File: config.mk
export PLATFORM = sky130hd
export DESIGN_NAME = c_like_lexical_tokenizer
export DESIGN_NICKNAME = d
export VERILOG_FILES = /design/src/rtl/ctok_pkg.sv /design/src/rtl/ctok_scan.sv /design/src/rtl/c_like_lexical_tokenizer.sv
export SDC_FILE = /design/constraint.sdc
export NUM_CORES = 2
export LEC_CHECK = 0
export BUFFER_PORTS_ARGS = -buffer_cell sky130_fd_sc_hd__buf_4
export CAP_MARGIN = 30
export CORE_MARGIN = 1
export CORE_UTILIZATION = 50
export DETAILED_ROUTE_END_ITERATION = 8
export HOLD_SLACK_MARGIN = 0.02
export PLACE_DENSITY = 0.74
export SETUP_SLACK_MARGIN = 0.3
export SYNTH_ARGS = -nofsm -noshare
export SYNTH_HDL_FRONTEND = slang
export SYNTH_SLANG_ARGS = --single-unit
File: constraint.sdc
create_clock -name clk -period 22.6 [get_ports clk]
set_input_delay 2.26 -clock clk [delete_from_list [all_inputs] [get_ports clk]]
set_output_delay 2.26 -clock clk [all_outputs]
set_load 0.03 [all_outputs]
File: src/rtl/ctok_pkg.sv
// Shared types, token codes and keyword lookup for the C-like tokenizer.
`default_nettype none

package ctok_pkg;

    // Field widths of the token item
    localparam int POS_BITS = 24;
    localparam int LEN_BITS = 16;
    localparam int KIND_BITS = 6;

    // Default depth of the lexeme prefix store
    localparam int PREFIX_CHARS_DEF = 8;

    localparam logic [POS_BITS-1:0] POS_MAX = '1;
    localparam logic [LEN_BITS-1:0] LEN_MAX = '1;

    // Token kinds
    localparam logic [KIND_BITS-1:0] K_END      = 6'd0;
    localparam logic [KIND_BITS-1:0] K_ERR      = 6'd1;
    localparam logic [KIND_BITS-1:0] K_STR      = 6'd2;
    localparam logic [KIND_BITS-1:0] K_NUM      = 6'd3;
    localparam logic [KIND_BITS-1:0] K_ID       = 6'd4;
    localparam logic [KIND_BITS-1:0] K_KW0      = 6'd5;
    localparam logic [KIND_BITS-1:0] K_INC      = 6'd22;
    localparam logic [KIND_BITS-1:0] K_PLUS     = 6'd23;
    localparam logic [KIND_BITS-1:0] K_DEC      = 6'd24;
    localparam logic [KIND_BITS-1:0] K_MINUS    = 6'd25;
    localparam logic [KIND_BITS-1:0] K_DIV      = 6'd26;
    localparam logic [KIND_BITS-1:0] K_LPAREN   = 6'd27;
    localparam logic [KIND_BITS-1:0] K_RPAREN   = 6'd28;
    localparam logic [KIND_BITS-1:0] K_LBRACE   = 6'd29;
    localparam logic [KIND_BITS-1:0] K_RBRACE   = 6'd30;
    localparam logic [KIND_BITS-1:0] K_LBRACKET = 6'd31;
    localparam logic [KIND_BITS-1:0] K_RBRACKET = 6'd32;
    localparam logic [KIND_BITS-1:0] K_SEMI     = 6'd33;
    localparam logic [KIND_BITS-1:0] K_COMMA    = 6'd34;
    localparam logic [KIND_BITS-1:0] K_DOT      = 6'd35;
    localparam logic [KIND_BITS-1:0] K_MUL      = 6'd36;
    localparam logic [KIND_BITS-1:0] K_EQ       = 6'd37;
    localparam logic [KIND_BITS-1:0] K_ARROW    = 6'd38;
    localparam logic [KIND_BITS-1:0] K_ASSIGN   = 6'd39;
    localparam logic [KIND_BITS-1:0] K_NE       = 6'd40;
    localparam logic [KIND_BITS-1:0] K_NOT      = 6'd41;
    localparam logic [KIND_BITS-1:0] K_LE       = 6'd42;
    localparam logic [KIND_BITS-1:0] K_LT       = 6'd43;
    localparam logic [KIND_BITS-1:0] K_GE       = 6'd44;
    localparam logic [KIND_BITS-1:0] K_GT       = 6'd45;
    localparam logic [KIND_BITS-1:0] K_AND      = 6'd46;
    localparam logic [KIND_BITS-1:0] K_AMP      = 6'd47;
    localparam logic [KIND_BITS-1:0] K_OR       = 6'd48;

    // Keywords, right-aligned with the first character most significant
    localparam int KW_COUNT = 17;
    localparam int KW_CHARS = 7;
    localparam logic [8*KW_CHARS-1:0] KW_TEXT [KW_COUNT] = '{
        56'("struct"), 56'("int"), 56'("string"), 56'("bool"), 56'("if"),
        56'("else"), 56'("while"), 56'("do"), 56'("for"), 56'("switch"),
        56'("case"), 56'("default"), 56'("break"), 56'("true"), 56'("false"),
        56'("printf"), 56'("return")
    };
    localparam logic [2:0] KW_LEN [KW_COUNT] = '{
        3'd6, 3'd3, 3'd6, 3'd4, 3'd2, 3'd4, 3'd5, 3'd2, 3'd3, 3'd6,
        3'd4, 3'd7, 3'd5, 3'd4, 3'd5, 3'd6, 3'd6
    };

    // Input item
    typedef struct packed {
        logic [7:0] ch;
        logic       has_char;
        logic       end_of_input;
    } ctok_in_t;

    // Result item
    typedef struct packed {
        logic [KIND_BITS-1:0] token_kind;
        logic [POS_BITS-1:0]  token_start;
        logic [LEN_BITS-1:0]  token_length;
        logic                 unclosed_comment;
        logic                 last_of_run;
    } ctok_out_t;

    // Up to three tokens caused by one input item
    typedef struct packed {
        logic [1:0]          n;
        ctok_out_t [2:0]     tok;
    } ctok_burst_t;

    function automatic logic is_digit(input logic [7:0] c);
        return (c >= "0") && (c <= "9");
    endfunction

    function automatic logic is_alpha(input logic [7:0] c);
        return ((c >= "a") && (c <= "z")) || ((c >= "A") && (c <= "Z"));
    endfunction

    // Identifier kind: keyword code on a match, plain identifier otherwise
    function automatic logic [KIND_BITS-1:0] ctok_kw_kind(
        input logic [KW_CHARS-1:0][7:0] p,
        input logic [LEN_BITS-1:0]      n
    );
        logic [8*KW_CHARS-1:0] cand;
        logic [KIND_BITS-1:0]  k;
        cand = '0;
        k    = K_ID;
        for (int i = 0; i < KW_CHARS; i++)
        begin
            if (LEN_BITS'(i) < n)
                cand = {cand[8*KW_CHARS-9:0], p[i]};
        end
        for (int j = 0; j < KW_COUNT; j++)
        begin
            if ((n == LEN_BITS'(KW_LEN[j])) && (cand == KW_TEXT[j]))
                k = KIND_BITS'(K_KW0 + KIND_BITS'(j));
        end
        return k;
    endfunction

endpackage

`default_nettype wire

File: src/rtl/ctok_scan.sv
// Scanner state and per-character token decisions of the C-like tokenizer.
`default_nettype none

module ctok_scan #(
    parameter int PREFIX_CHARS = ctok_pkg::PREFIX_CHARS_DEF
) (
    input  wire logic               clk,
    input  wire logic               rst_n,
    input  wire logic               accept,
    input  wire ctok_pkg::ctok_in_t item,
    output ctok_pkg::ctok_burst_t   burst
);
    import ctok_pkg::*;

    localparam int IDX_BITS = (PREFIX_CHARS > 1) ? $clog2(PREFIX_CHARS) : 1;

    // Scan modes
    localparam logic [4:0] M_IDLE       = 5'd0;
    localparam logic [4:0] M_SLASH      = 5'd1;
    localparam logic [4:0] M_LINE       = 5'd2;
    localparam logic [4:0] M_BLOCK      = 5'd3;
    localparam logic [4:0] M_BLOCK_STAR = 5'd4;
    localparam logic [4:0] M_STR        = 5'd5;
    localparam logic [4:0] M_STR_ESC    = 5'd6;
    localparam logic [4:0] M_NUM        = 5'd7;
    localparam logic [4:0] M_IDENT      = 5'd8;
    localparam logic [4:0] M_PLUS       = 5'd9;
    localparam logic [4:0] M_MINUS      = 5'd10;
    localparam logic [4:0] M_EQ         = 5'd11;
    localparam logic [4:0] M_BANG       = 5'd12;
    localparam logic [4:0] M_LT         = 5'd13;
    localparam logic [4:0] M_GT         = 5'd14;
    localparam logic [4:0] M_AMP        = 5'd15;
    localparam logic [4:0] M_BAR        = 5'd16;

    logic [4:0]          mode_reg, mode_next;
    logic [POS_BITS-1:0] pos_reg, pos_next;
    logic [POS_BITS-1:0] start_reg, start_next;
    logic [LEN_BITS-1:0] cnt_reg, cnt_next;
    logic [7:0]          pfx_reg [PREFIX_CHARS];

    // Pending token of a mode whose token waits on the next character
    function automatic logic [KIND_BITS:0] pend(
        input logic [4:0]           m,
        input logic [KIND_BITS-1:0] kwk
    );
        logic [KIND_BITS:0] r;
        r = {1'b0, K_ERR};
        case (m)
            M_SLASH: r = {1'b1, K_DIV};
            M_NUM:   r = {1'b1, K_NUM};
            M_IDENT: r = {1'b1, kwk};
            M_PLUS:  r = {1'b1, K_PLUS};
            M_MINUS: r = {1'b1, K_MINUS};
            M_EQ:    r = {1'b1, K_ASSIGN};
            M_BANG:  r = {1'b1, K_NOT};
            M_LT:    r = {1'b1, K_LT};
            M_GT:    r = {1'b1, K_GT};
            M_AMP:   r = {1'b1, K_AMP};
            M_BAR:   r = {1'b1, K_ERR};
            default: r = {1'b0, K_ERR};
        endcase
        return r;
    endfunction

    logic [7:0]             c;
    logic [4:0]             mode1;
    logic [POS_BITS-1:0]    start1, pos1;
    logic [LEN_BITS-1:0]    cnt_base, cnt1;
    logic                   do_start, do_flush, do_count, str_close;
    logic                   a_v, b_v, f_v, unc;
    logic [KIND_BITS-1:0]   a_kind, b_kind, f_kind;
    logic [LEN_BITS-1:0]    a_len, f_len;
    logic [POS_BITS-1:0]    f_start;
    logic                   pfx_we;
    logic [IDX_BITS-1:0]    pfx_idx;
    logic [KW_CHARS-1:0][7:0] cur7, nxt7;
    logic [KIND_BITS-1:0]   kw_cur, kw_fin;
    logic [KIND_BITS:0]     pend_cur, pend_fin;
    logic [1:0]             k;

    assign c = item.ch;

    // Keyword lookup on stored prefix and on prefix after this character
    always_comb
    begin
        for (int i = 0; i < KW_CHARS; i++)
        begin
            cur7[i] = pfx_reg[i];
            nxt7[i] = (pfx_we && (pfx_idx == IDX_BITS'(i))) ? c : pfx_reg[i];
        end
    end

    assign kw_cur   = ctok_kw_kind(cur7, cnt_reg);
    assign pend_cur = pend(mode_reg, kw_cur);

    // Character step
    always_comb
    begin
        mode1     = mode_reg;
        start1    = start_reg;
        cnt_base  = cnt_reg;
        do_start  = 1'b0;
        do_flush  = 1'b0;
        do_count  = 1'b0;
        str_close = 1'b0;
        a_v       = 1'b0;
        a_kind    = K_ERR;
        a_len     = LEN_BITS'(2);
        b_v       = 1'b0;
        b_kind    = K_ERR;
        if (item.has_char)
        begin
            unique case (mode_reg)
                M_IDLE: do_start = 1'b1;
                M_LINE: if (c == "\n") mode1 = M_IDLE;
                M_BLOCK: if (c == "*") mode1 = M_BLOCK_STAR;
                M_BLOCK_STAR:
                begin
                    if (c == "/")
                        mode1 = M_IDLE;
                    else if (c != "*")
                        mode1 = M_BLOCK;
                end
                M_STR:
                begin
                    do_count = 1'b1;
                    if (c == "\"")
                    begin
                        str_close = 1'b1;
                        mode1     = M_IDLE;
                    end
                    else if (c == "\\")
                        mode1 = M_STR_ESC;
                end
                M_STR_ESC:
                begin
                    do_count = 1'b1;
                    mode1    = M_STR;
                end
                M_SLASH:
                begin
                    if (c == "/")
                        mode1 = M_LINE;
                    else if (c == "*")
                        mode1 = M_BLOCK;
                    else
                        do_flush = 1'b1;
                end
                M_NUM:
                begin
                    if (is_digit(c))
                        do_count = 1'b1;
                    else
                        do_flush = 1'b1;
                end
                M_IDENT:
                begin
                    if (is_alpha(c) || is_digit(c) || (c == "_"))
                        do_count = 1'b1;
                    else
                        do_flush = 1'b1;
                end
                M_PLUS:
                begin
                    if (c == "+") begin a_v = 1'b1; a_kind = K_INC; mode1 = M_IDLE; end
                    else do_flush = 1'b1;
                end
                M_MINUS:
                begin
                    if (c == "-") begin a_v = 1'b1; a_kind = K_DEC; mode1 = M_IDLE; end
                    else do_flush = 1'b1;
                end
                M_EQ:
                begin
                    if (c == "=") begin a_v = 1'b1; a_kind = K_EQ; mode1 = M_IDLE; end
                    else if (c == ">") begin a_v = 1'b1; a_kind = K_ARROW; mode1 = M_IDLE; end
                    else do_flush = 1'b1;
                end
                M_BANG:
                begin
                    if (c == "=") begin a_v = 1'b1; a_kind = K_NE; mode1 = M_IDLE; end
                    else do_flush = 1'b1;
                end
                M_LT:
                begin
                    if (c == "=") begin a_v = 1'b1; a_kind = K_LE; mode1 = M_IDLE; end
                    else do_flush = 1'b1;
                end
                M_GT:
                begin
                    if (c == "=") begin a_v = 1'b1; a_kind = K_GE; mode1 = M_IDLE; end
                    else do_flush = 1'b1;
                end
                M_AMP:
                begin
                    if (c == "&") begin a_v = 1'b1; a_kind = K_AND; mode1 = M_IDLE; end
                    else do_flush = 1'b1;
                end
                M_BAR:
                begin
                    if (c == "|") begin a_v = 1'b1; a_kind = K_OR; mode1 = M_IDLE; end
                    else do_flush = 1'b1;
                end
                default: do_start = 1'b1;
            endcase
        end

        // Pending token ends before this character
        if (do_flush)
        begin
            a_v      = 1'b1;
            a_kind   = pend_cur[KIND_BITS-1:0];
            a_len    = ((mode_reg == M_NUM) || (mode_reg == M_IDENT)) ?
                       cnt_reg : LEN_BITS'(1);
            do_start = 1'b1;
        end

        // Character opens a new token
        if (do_start)
        begin
            start1   = pos_reg;
            cnt_base = '0;
            mode1    = M_IDLE;
            if ((c == " ") || (c == "\t") || (c == "\r") || (c == "\n"))
                mode1 = M_IDLE;
            else if (c == "\"")
            begin
                do_count = 1'b1;
                mode1    = M_STR;
            end
            else if (is_digit(c))
            begin
                do_count = 1'b1;
                mode1    = M_NUM;
            end
            else if (is_alpha(c) || (c == "_"))
            begin
                do_count = 1'b1;
                mode1    = M_IDENT;
            end
            else
            begin
                case (c)
                    "/": mode1 = M_SLASH;
                    "+": mode1 = M_PLUS;
                    "-": mode1 = M_MINUS;
                    "=": mode1 = M_EQ;
                    "!": mode1 = M_BANG;
                    "<": mode1 = M_LT;
                    ">": mode1 = M_GT;
                    "&": mode1 = M_AMP;
                    "|": mode1 = M_BAR;
                    "(": begin b_v = 1'b1; b_kind = K_LPAREN;   end
                    ")": begin b_v = 1'b1; b_kind = K_RPAREN;   end
                    "{": begin b_v = 1'b1; b_kind = K_LBRACE;   end
                    "}": begin b_v = 1'b1; b_kind = K_RBRACE;   end
                    "[": begin b_v = 1'b1; b_kind = K_LBRACKET; end
                    "]": begin b_v = 1'b1; b_kind = K_RBRACKET; end
                    ";": begin b_v = 1'b1; b_kind = K_SEMI;     end
                    ",": begin b_v = 1'b1; b_kind = K_COMMA;    end
                    ".": begin b_v = 1'b1; b_kind = K_DOT;      end
                    "*": begin b_v = 1'b1; b_kind = K_MUL;      end
                    default: begin b_v = 1'b1; b_kind = K_ERR;  end
                endcase
            end
        end

        // Lexeme count and prefix capture
        if (do_count)
            cnt1 = (cnt_base == LEN_MAX) ? cnt_base : cnt_base + LEN_BITS'(1);
        else
            cnt1 = cnt_base;
        pfx_we  = do_count && (cnt_base < LEN_BITS'(PREFIX_CHARS));
        pfx_idx = cnt_base[IDX_BITS-1:0];

        if (str_close)
        begin
            a_v    = 1'b1;
            a_kind = K_STR;
            a_len  = cnt1;
        end

        if (item.has_char && (pos_reg != POS_MAX))
            pos1 = pos_reg + POS_BITS'(1);
        else
            pos1 = pos_reg;
    end

    assign kw_fin   = ctok_kw_kind(nxt7, cnt1);
    assign pend_fin = pend(mode1, kw_fin);

    // End of source: pending token, then end token
    always_comb
    begin
        unc     = 1'b0;
        f_v     = 1'b0;
        f_kind  = K_ERR;
        f_start = start1;
        f_len   = LEN_BITS'(1);
        if ((mode1 == M_BLOCK) || (mode1 == M_BLOCK_STAR))
            unc = 1'b1;
        else if ((mode1 == M_STR) || (mode1 == M_STR_ESC))
        begin
            f_v   = 1'b1;
            f_len = cnt1;
        end
        else
        begin
            f_v    = pend_fin[KIND_BITS];
            f_kind = pend_fin[KIND_BITS-1:0];
            if ((mode1 == M_NUM) || (mode1 == M_IDENT))
                f_len = cnt1;
        end
        if (!item.end_of_input)
            f_v = 1'b0;
    end

    // Pack tokens in order
    always_comb
    begin
        burst = '0;
        k     = '0;
        if (a_v)
        begin
            burst.tok[k].token_kind   = a_kind;
            burst.tok[k].token_start  = start_reg;
            burst.tok[k].token_length = a_len;
            k = k + 2'd1;
        end
        if (b_v)
        begin
            burst.tok[k].token_kind   = b_kind;
            burst.tok[k].token_start  = pos_reg;
            burst.tok[k].token_length = LEN_BITS'(1);
            k = k + 2'd1;
        end
        if (f_v)
        begin
            burst.tok[k].token_kind   = f_kind;
            burst.tok[k].token_start  = f_start;
            burst.tok[k].token_length = f_len;
            k = k + 2'd1;
        end
        if (item.end_of_input)
        begin
            burst.tok[k].token_kind       = K_END;
            burst.tok[k].token_start      = pos1;
            burst.tok[k].token_length     = '0;
            burst.tok[k].unclosed_comment = unc;
            k = k + 2'd1;
        end
        if (k != 2'd0)
            burst.tok[k - 2'd1].last_of_run = 1'b1;
        burst.n = k;
    end

    // Next state; end of source returns to the reset state
    always_comb
    begin
        mode_next  = mode_reg;
        pos_next   = pos_reg;
        start_next = start_reg;
        cnt_next   = cnt_reg;
        if (accept)
        begin
            if (item.end_of_input)
            begin
                mode_next  = M_IDLE;
                pos_next   = '0;
                start_next = '0;
                cnt_next   = '0;
            end
            else
            begin
                mode_next  = mode1;
                pos_next   = pos1;
                start_next = start1;
                cnt_next   = cnt1;
            end
        end
    end

    always_ff @(posedge clk or negedge rst_n)
    begin
        if (!rst_n)
        begin
            mode_reg  <= M_IDLE;
            pos_reg   <= '0;
            start_reg <= '0;
            cnt_reg   <= '0;
        end
        else
        begin
            mode_reg  <= mode_next;
            pos_reg   <= pos_next;
            start_reg <= start_next;
            cnt_reg   <= cnt_next;
        end
    end

    // Lexeme prefix store, no reset
    always_ff @(posedge clk)
    begin
        if (accept && pfx_we)
            pfx_reg[pfx_idx] <= c;
    end

endmodule

`default_nettype wire

File: src/rtl/c_like_lexical_tokenizer.sv
// Top level of the C-like tokenizer: scanner plus a four-entry token buffer.
//
// Usage: one source character per item on src (ch with has_char set, and
// end_of_input on the last item, which may also carry no character). Tokens
// leave on tok, each with kind, start offset, length, the unclosed-comment
// flag on the end token, and last_of_run on the final token of an item.
// An item causes zero to three tokens. The scanner decides them in the
// cycle the item is accepted; they enter the token buffer at that edge and
// the first one is presented on tok once it reaches the buffer head register.
// Throughput: one item per cycle while tok_ready stays high and each item
// yields at most one token; an item yielding several tokens uses the output
// port once per token, one token per cycle while tok_ready is high.
// src_ready is high while the buffer holds at most one token, so a new item
// is taken even while a finished token waits; if tok stalls, the buffer fills
// and src_ready drops until the receiver takes tokens again.
// Reset: scanner idle at offset zero, buffer empty. After an end token the
// scanner returns to the same state and the next item starts a new source.
`default_nettype none

module c_like_lexical_tokenizer #(
    parameter int PREFIX_CHARS = ctok_pkg::PREFIX_CHARS_DEF
) (
    input  wire logic               clk,
    input  wire logic               rst_n,
    input  wire logic               src_valid,
    output logic                    src_ready,
    input  wire ctok_pkg::ctok_in_t src_item,
    output logic                    tok_valid,
    input  wire logic               tok_ready,
    output ctok_pkg::ctok_out_t     tok_item
);
    import ctok_pkg::*;

    localparam int BUF_DEPTH = 4;

    logic        accept, pop;
    ctok_burst_t burst;
    ctok_out_t   buf_reg  [BUF_DEPTH];
    ctok_out_t   buf_next [BUF_DEPTH];
    logic [2:0]  cnt_reg, cnt_next, base;

    assign src_ready = (cnt_reg <= 3'd1);
    assign accept    = src_valid && src_ready;
    assign tok_valid = (cnt_reg != 3'd0);
    assign tok_item  = buf_reg[0];
    assign pop       = tok_valid && tok_ready;

    ctok_scan #(
        .PREFIX_CHARS (PREFIX_CHARS)
    ) u_scan (
        .clk    (clk),
        .rst_n  (rst_n),
        .accept (accept),
        .item   (src_item),
        .burst  (burst)
    );

    // Token buffer: shift out at the head, append new tokens behind
    always_comb
    begin
        for (int i = 0; i < BUF_DEPTH; i++)
            buf_next[i] = buf_reg[i];
        base = cnt_reg - {2'b00, pop};
        if (pop)
        begin
            for (int i = 0; i < BUF_DEPTH - 1; i++)
                buf_next[i] = buf_reg[i + 1];
        end
        if (accept)
        begin
            for (int i = 0; i < 3; i++)
            begin
                if (2'(i) < burst.n)
                    buf_next[2'(base + 3'(i))] = burst.tok[i];
            end
            cnt_next = base + {1'b0, burst.n};
        end
        else
            cnt_next = base;
    end

    always_ff @(posedge clk or negedge rst_n)
    begin
        if (!rst_n)
            cnt_reg <= '0;
        else
            cnt_reg <= cnt_next;
    end

    always_ff @(posedge clk)
    begin
        for (int i = 0; i < BUF_DEPTH; i++)
            buf_reg[i] <= buf_next[i];
    end

endmodule

`default_nettype wire

Word-level counts from Yosys, hierarchy flattened
Memory sizes are Yosys's and may differ from the RTL's.
Index checks and enable logic that the tools add are counted.
Widths: inputs -> output; s select.
{"block": "totals", "mem_count": 2, "out_inout_bits": 50, "register_bits": 72, "wordCells": 471, "in_bits": 14, "ram_bits": 256}
{"name": "buf_reg", "depth": 4, "word_bits": 48, "rd": 4, "rd_clocked_by_memory_dff": 0, "wr": 4, "line_no": "c_like_lexical_tokenizer.sv:38", "text": "ctok_out_t buf_reg [BUF_DEPTH];"}
{"name": "u_scan.pfx_reg", "depth": 8, "word_bits": 8, "rd": 7, "rd_clocked_by_memory_dff": 0, "wr": 1, "line_no": "ctok_scan.sv:40", "text": "logic [7:0] pfx_reg [PREFIX_CHARS];"}
{"block": "op_classes", "bitwise": 3, "n_lt_le_gt_ge": 39, "reduce_logical": 74, "eq_ne": 112, "n_addsub": 10, "muxes": 226}
{"cell": "$bwmux 144", "n": 11}
{"cell": "$demux 48 s2", "n": 14}
{"cell": "$mux 192", "n": 6}
{"cell": "$mux 144", "n": 5}
{"cell": "$bwmux 192", "n": 3}
{"cell": "$eq 56x47->1 const B", "n": 10}
{"cell": "$eq 56x31->1 const B", "n": 8}
{"cell": "$mux 48", "n": 8}
{"cell": "$eq 56x39->1 const B", "n": 6}
{"cell": "$eq 56x15->1 const B", "n": 4}
{"cell": "$eq 56x23->1 const B", "n": 4}
{"cell": "$mux 16", "n": 12}
{"cell": "$mux 5", "n": 36}
{"cell": "$mux 24", "n": 6}
{"cell": "$eq 16x3->1 const B", "n": 8}
{"cell": "$eq 8x6->1 const B", "n": 16}
{"cell": "$mux 42", "n": 3}
{"cell": "$eq 56x55->1 const B", "n": 2}
{"cell": "$mux 56", "n": 2}
{"cell": "$mux 6", "n": 17}
{"cell": "$lt 3x16->1 const A", "n": 6}
{"cell": "$eq 5x4->1 const B", "n": 16}
{"cell": "$mux 40", "n": 2}
{"cell": "$pmux 7 s11", "n": 1}
{"cell": "other kinds (63)", "n": 258}

Longest topological paths before layout
{"block": "logic_depth", "depth_word": 67, "depth_mapped": 39, "mapped_depth_nobuf": 27}

By module
A second synthesis with hierarchy kept.
{"block": "hier_totals", "hier_cells": 4141, "area_unflattened_um2": 30554.3}
{"module": "ctok_scan", "seq_area_each_um2": 3408.3, "area_per_inst_um2": 17271.6, "instances": 1, "cells_each": 2512}
{"module": "c_like_lexical_tokenizer", "seq_area_each_um2": 4399.2, "area_per_inst_um2": 13282.7, "instances": 1, "cells_each": 1629}

Worst setup path after synthesis
Ideal clock, no wire load.
{"block": "synth_path", "path_kind": "input -> register", "startpoint": "input port src_item[2] (netlist name)", "endpoint": "memory buf_reg[3][45] (netlist name), data pin", "slack_ns": 11.486, "setup_ns": 0.266, "arrival_time_ns": 10.848, "stages": 34, "t_required_ns": 22.334, "path_buffers": 8, "path_cell_list": "buf_2 -> or2_1 -> or4_1 -> a222oi_1 -> nand4bb_2 -> a21oi_2 -> buf_2 -> buf_2 -> clkbuf_1 -> clkbuf_1 -> buf_1 -> buf_1 -> nand2_1 -> inv_1 -> ha_1 -> nand3_1 -> or2_2 -> nor3_1 -> a21o_1 -> clkbuf_1 -> a311o_1 -> o311ai_2 -> nor4_4 -> a31o_2 -> mux2_2 -> or2_1 -> o21ai_0 -> or3_1 -> nor4bb_1 -> or4_1 -> a2111oi_0 -> o21ai_2 -> o2111ai_1 -> a211oi_1"}
{"item": "from (decl)", "line_no": "c_like_lexical_tokenizer.sv:27", "text": "input wire ctok_pkg::ctok_in_t src_item,"}
{"item": "to (decl)", "line_no": "c_like_lexical_tokenizer.sv:38"}

==> results by group <==
Status
  • Status: finished, final reports clean

Worst setup path
  • Critical path data required time: approximately 23 ns
  • Cell mode on critical path: a21oi_1
  • Worst r2r src: u_scan.mode_reg[4]
  • Startpoint types: input pin
  • R2R setup slack: about 13 ns
  • Worst setup EP type: flip-flop
  • Crit-path slowest cell: a21o_1
  • Max stage delay on crit path: approximately 0.80 ns
  • Crit path from: src_item[7]
  • Arr. time, crit path: between 10 and 15 ns
  • CP Class: in -> reg
  • Worst Path Max Fanout: 29

Timing
  • Worst Slack Setup Final: approximately 11 ns
  • Worst hold margin: 0.510 ns
  • Period utilisation layout: 0.504
  • Final-report hold violation count: 0
  • F_max: between 80 and 90 MHz
  • Minimum clock period: approximately 11 ns
  • Slew Limit Fails: 0
  • Worst-Margin Slew: approximately 1.1 ns
  • RSZ-0062 raised after global routing: no
  • Setup Viol. Count Final: 0
  • Fin Setup TNS: 0 ns
  • Slew HR: 0.253
  • Setup Skew: between 0.03 and 0.04 ns

Logic synthesis
  • Yosys warns: 0
  • Synth top area share: 0.103
  • Syn_nets: 4,234
  • Most used DFF post-synth: dfxtp_1
  • Number of flops mapped to enable cells by yosys: ~100
  • Synth async-reset ratio: 0.225
  • Avg Cell Area, Syn: 7.24 sq um
  • Synth unique cells: 110
  • Top post-synthesis cells by area: edfxtp_1, dfxtp_1, mux2i_1, nand2_1, a21oi_1
  • Yosys top cell by area: edfxtp_1
  • Cell with the most instances after synthesis: nand2_1
  • #FFs+latches synth: 320
  • Synth top cells by count: nand2_1, a21oi_1, nor2_1
  • Post-Syn Instances: between 4,000 and 5,000
  • Synthesized area: about 0.030 sq mm
  • Register area share after synthesis: 0.256

Detailed routing
  • Number of detailed-route iterations in the first pass: 7
  • ANT nets after route: 0
  • Vias: 35,600
  • Remaining DRCs: 0
  • DR WL/cell: ~27 microns
  • Vias/cell: approximately 7.3
  • Final Routed Wirelength: ~130 mm
  • Initial detailed-routing violation count: 5,646

Die
  • Die width: around 250 microns
  • Row cnt: 90
  • Initial Util: 0.505
  • Total I/O pin count: between 60 and 70
  • Core Area: between 0.06 and 0.07 sq mm
  • Die height: about 250 microns
  • Die area: slightly above 0.06 sq mm

Global routing
  • Largest net degree at the start of global routing: ~200
  • Overflow after GRT: 0
  • First-pass GRT wire length: between 150 and 200 mm
  • Total GRT Usage: 0.406
  • Vias in the first global route: roughly 32,000
  • Initial antenna violation count: 2

Cells and area
  • Fillers: between 5,000 and 6,000
  • Area growth from synthesis to layout: 7.44%
  • Max reg flops: around 190
  • Fraction of layout cells with a size suffix above 1: 0.0842
  • # nets final: between 4,000 and 5,000

CTS
  • Cts bufs inserted: slightly above 40
  • # resized after CTS: 0
  • Buffer count from post-CTS setup fixing: 0
  • Clk sinks: 320
  • Worst skew pair latency: around 0.62 ns
  • Clk pin slew, worst setup/hold paths: around 0.06 ns
  • Hold-fix buffers, CTS: 0
  • Worst-case clock buffer depth: 3
  • Root buf cell: clkbuf_16
  • CTS tree: done
  • Htree depth: 2

Placement
  • Post-DP HPWL: between 80 and 90 mm
  • Routability cong.: roughly 1.1
  • Dpl ws: about 11 ns
  • Port Buffers: 63

Power and ir drop
  • Final total power: slightly above 4000 uW
  • VDD IR max: slightly above 0.09 mV
  • Pleak: between 0.01 and 0.015 uW
  • Pwr Density: 126 mW/mm^2

Hold path
  • Min-delay worst type: reg -> reg
  • Start point of the worst hold path: u_scan.start_reg[0]

Flow run
  • MaxCap Viol Count: 0
logic make-up (layout without fill, tap and decap cells):
family                     Yosys count  in the layout  synth area share
xor gates and xnor gates            42             42            0.0121
DFF                                320            320             0.256
other                                0              3                 0
adders and majority gates           16             16           0.00682
and+or+nand+nor                   1735           1735             0.273
AOI/OAI and AO/OA                 1383           1383             0.302
buffers and inverters              416            275            0.0530
muxes                              292            292            0.0973
layout make-up:
cell class / instances / area, sq um / area share
clock buffers: 60 / 1140 / 0.0348
multi-input cells: 3468 / 21200 / 0.648
clock inverters: 15 / 163 / 0.00497
inverters: 45 / 175 / 0.00536
repair buffers: 155 / 1240 / 0.0378
diodes: 3 / 7.51 / 0.000230
well taps: 782 / 978 / 0.0299
flip-flops and latches: 320 / 7810 / 0.239
cells in the final DEF, fill, tap and decap left out, drive strengths merged, types with 43 or more instances in the layout:
cell type / count
nand2: 652
a21oi: 400
nor2: 336
mux2i: 261
o21ai: 255
nand3: 231
o211ai: 157
buf: 154
dfxtp: 144
nor3: 128
edfxtp: 104
a211oi: 87
dfrtp: 72
a221oi: 61
clkbuf: 60
nor4: 53
nand4: 51
o22ai: 48
a31oi: 44
inv: 43
layer usage:
layer | vias to the layer above | part of all wire | global-route usage
li1 | 15500 | - | -
met1 | 16700 | 0.39 | 0.564
met2 | 2851 | 0.41 | 0.583
met3 | 495 | 0.15 | 0.107
met4 | 0 | 0.050 | 0.188
met5 | - | 0 | 0
final timing paths:
kind	depth (start not counted)	endpoint
worst max-delay path	29	buf_reg[3][43]
worst min-delay path	2	u_scan.start_reg[0]
worst max register to register	28	buf_reg[3][43]
worst min register to register	2	u_scan.start_reg[0]
max in group asynchronous	3	u_scan.cnt_reg[12]
min in group asynchronous	1	cnt_reg[0]
where the power goes:
| group | switching (uW) | internal [uW] | leakage, uW |
|---|---|---|---|
| Sequential | 121 | 806 | 0.00314 |
| Combinational | 1670 | 874 | 0.00813 |
| Clock | 287 | 366 | 0.000629 |
worst max-delay path: cells and delay by family:
family                     cells  cell delay, ns
buffers and inverters          3            0.70
adders and majority gates      1            0.18
AOI/OAI and AO/OA             10            3.79
and+or+nand+nor               15            4.71
per-stage QoR:
| step | utilization | instance area [sq um] | instances |
|---|---|---|---|
| after floorplan | - | 30400 | 4204 |
| after global placement | 0.519 | 31300 | 4761 |
| after detailed placement | 0.520 | 31400 | 4767 |
| after CTS | 0.542 | 32700 | 4842 |
| after global routing | 0.543 | 32700 | 4845 |
| final | 0.543 | 32700 | 4848 |
No activity file was read; power rests on OpenSTA's default activity.
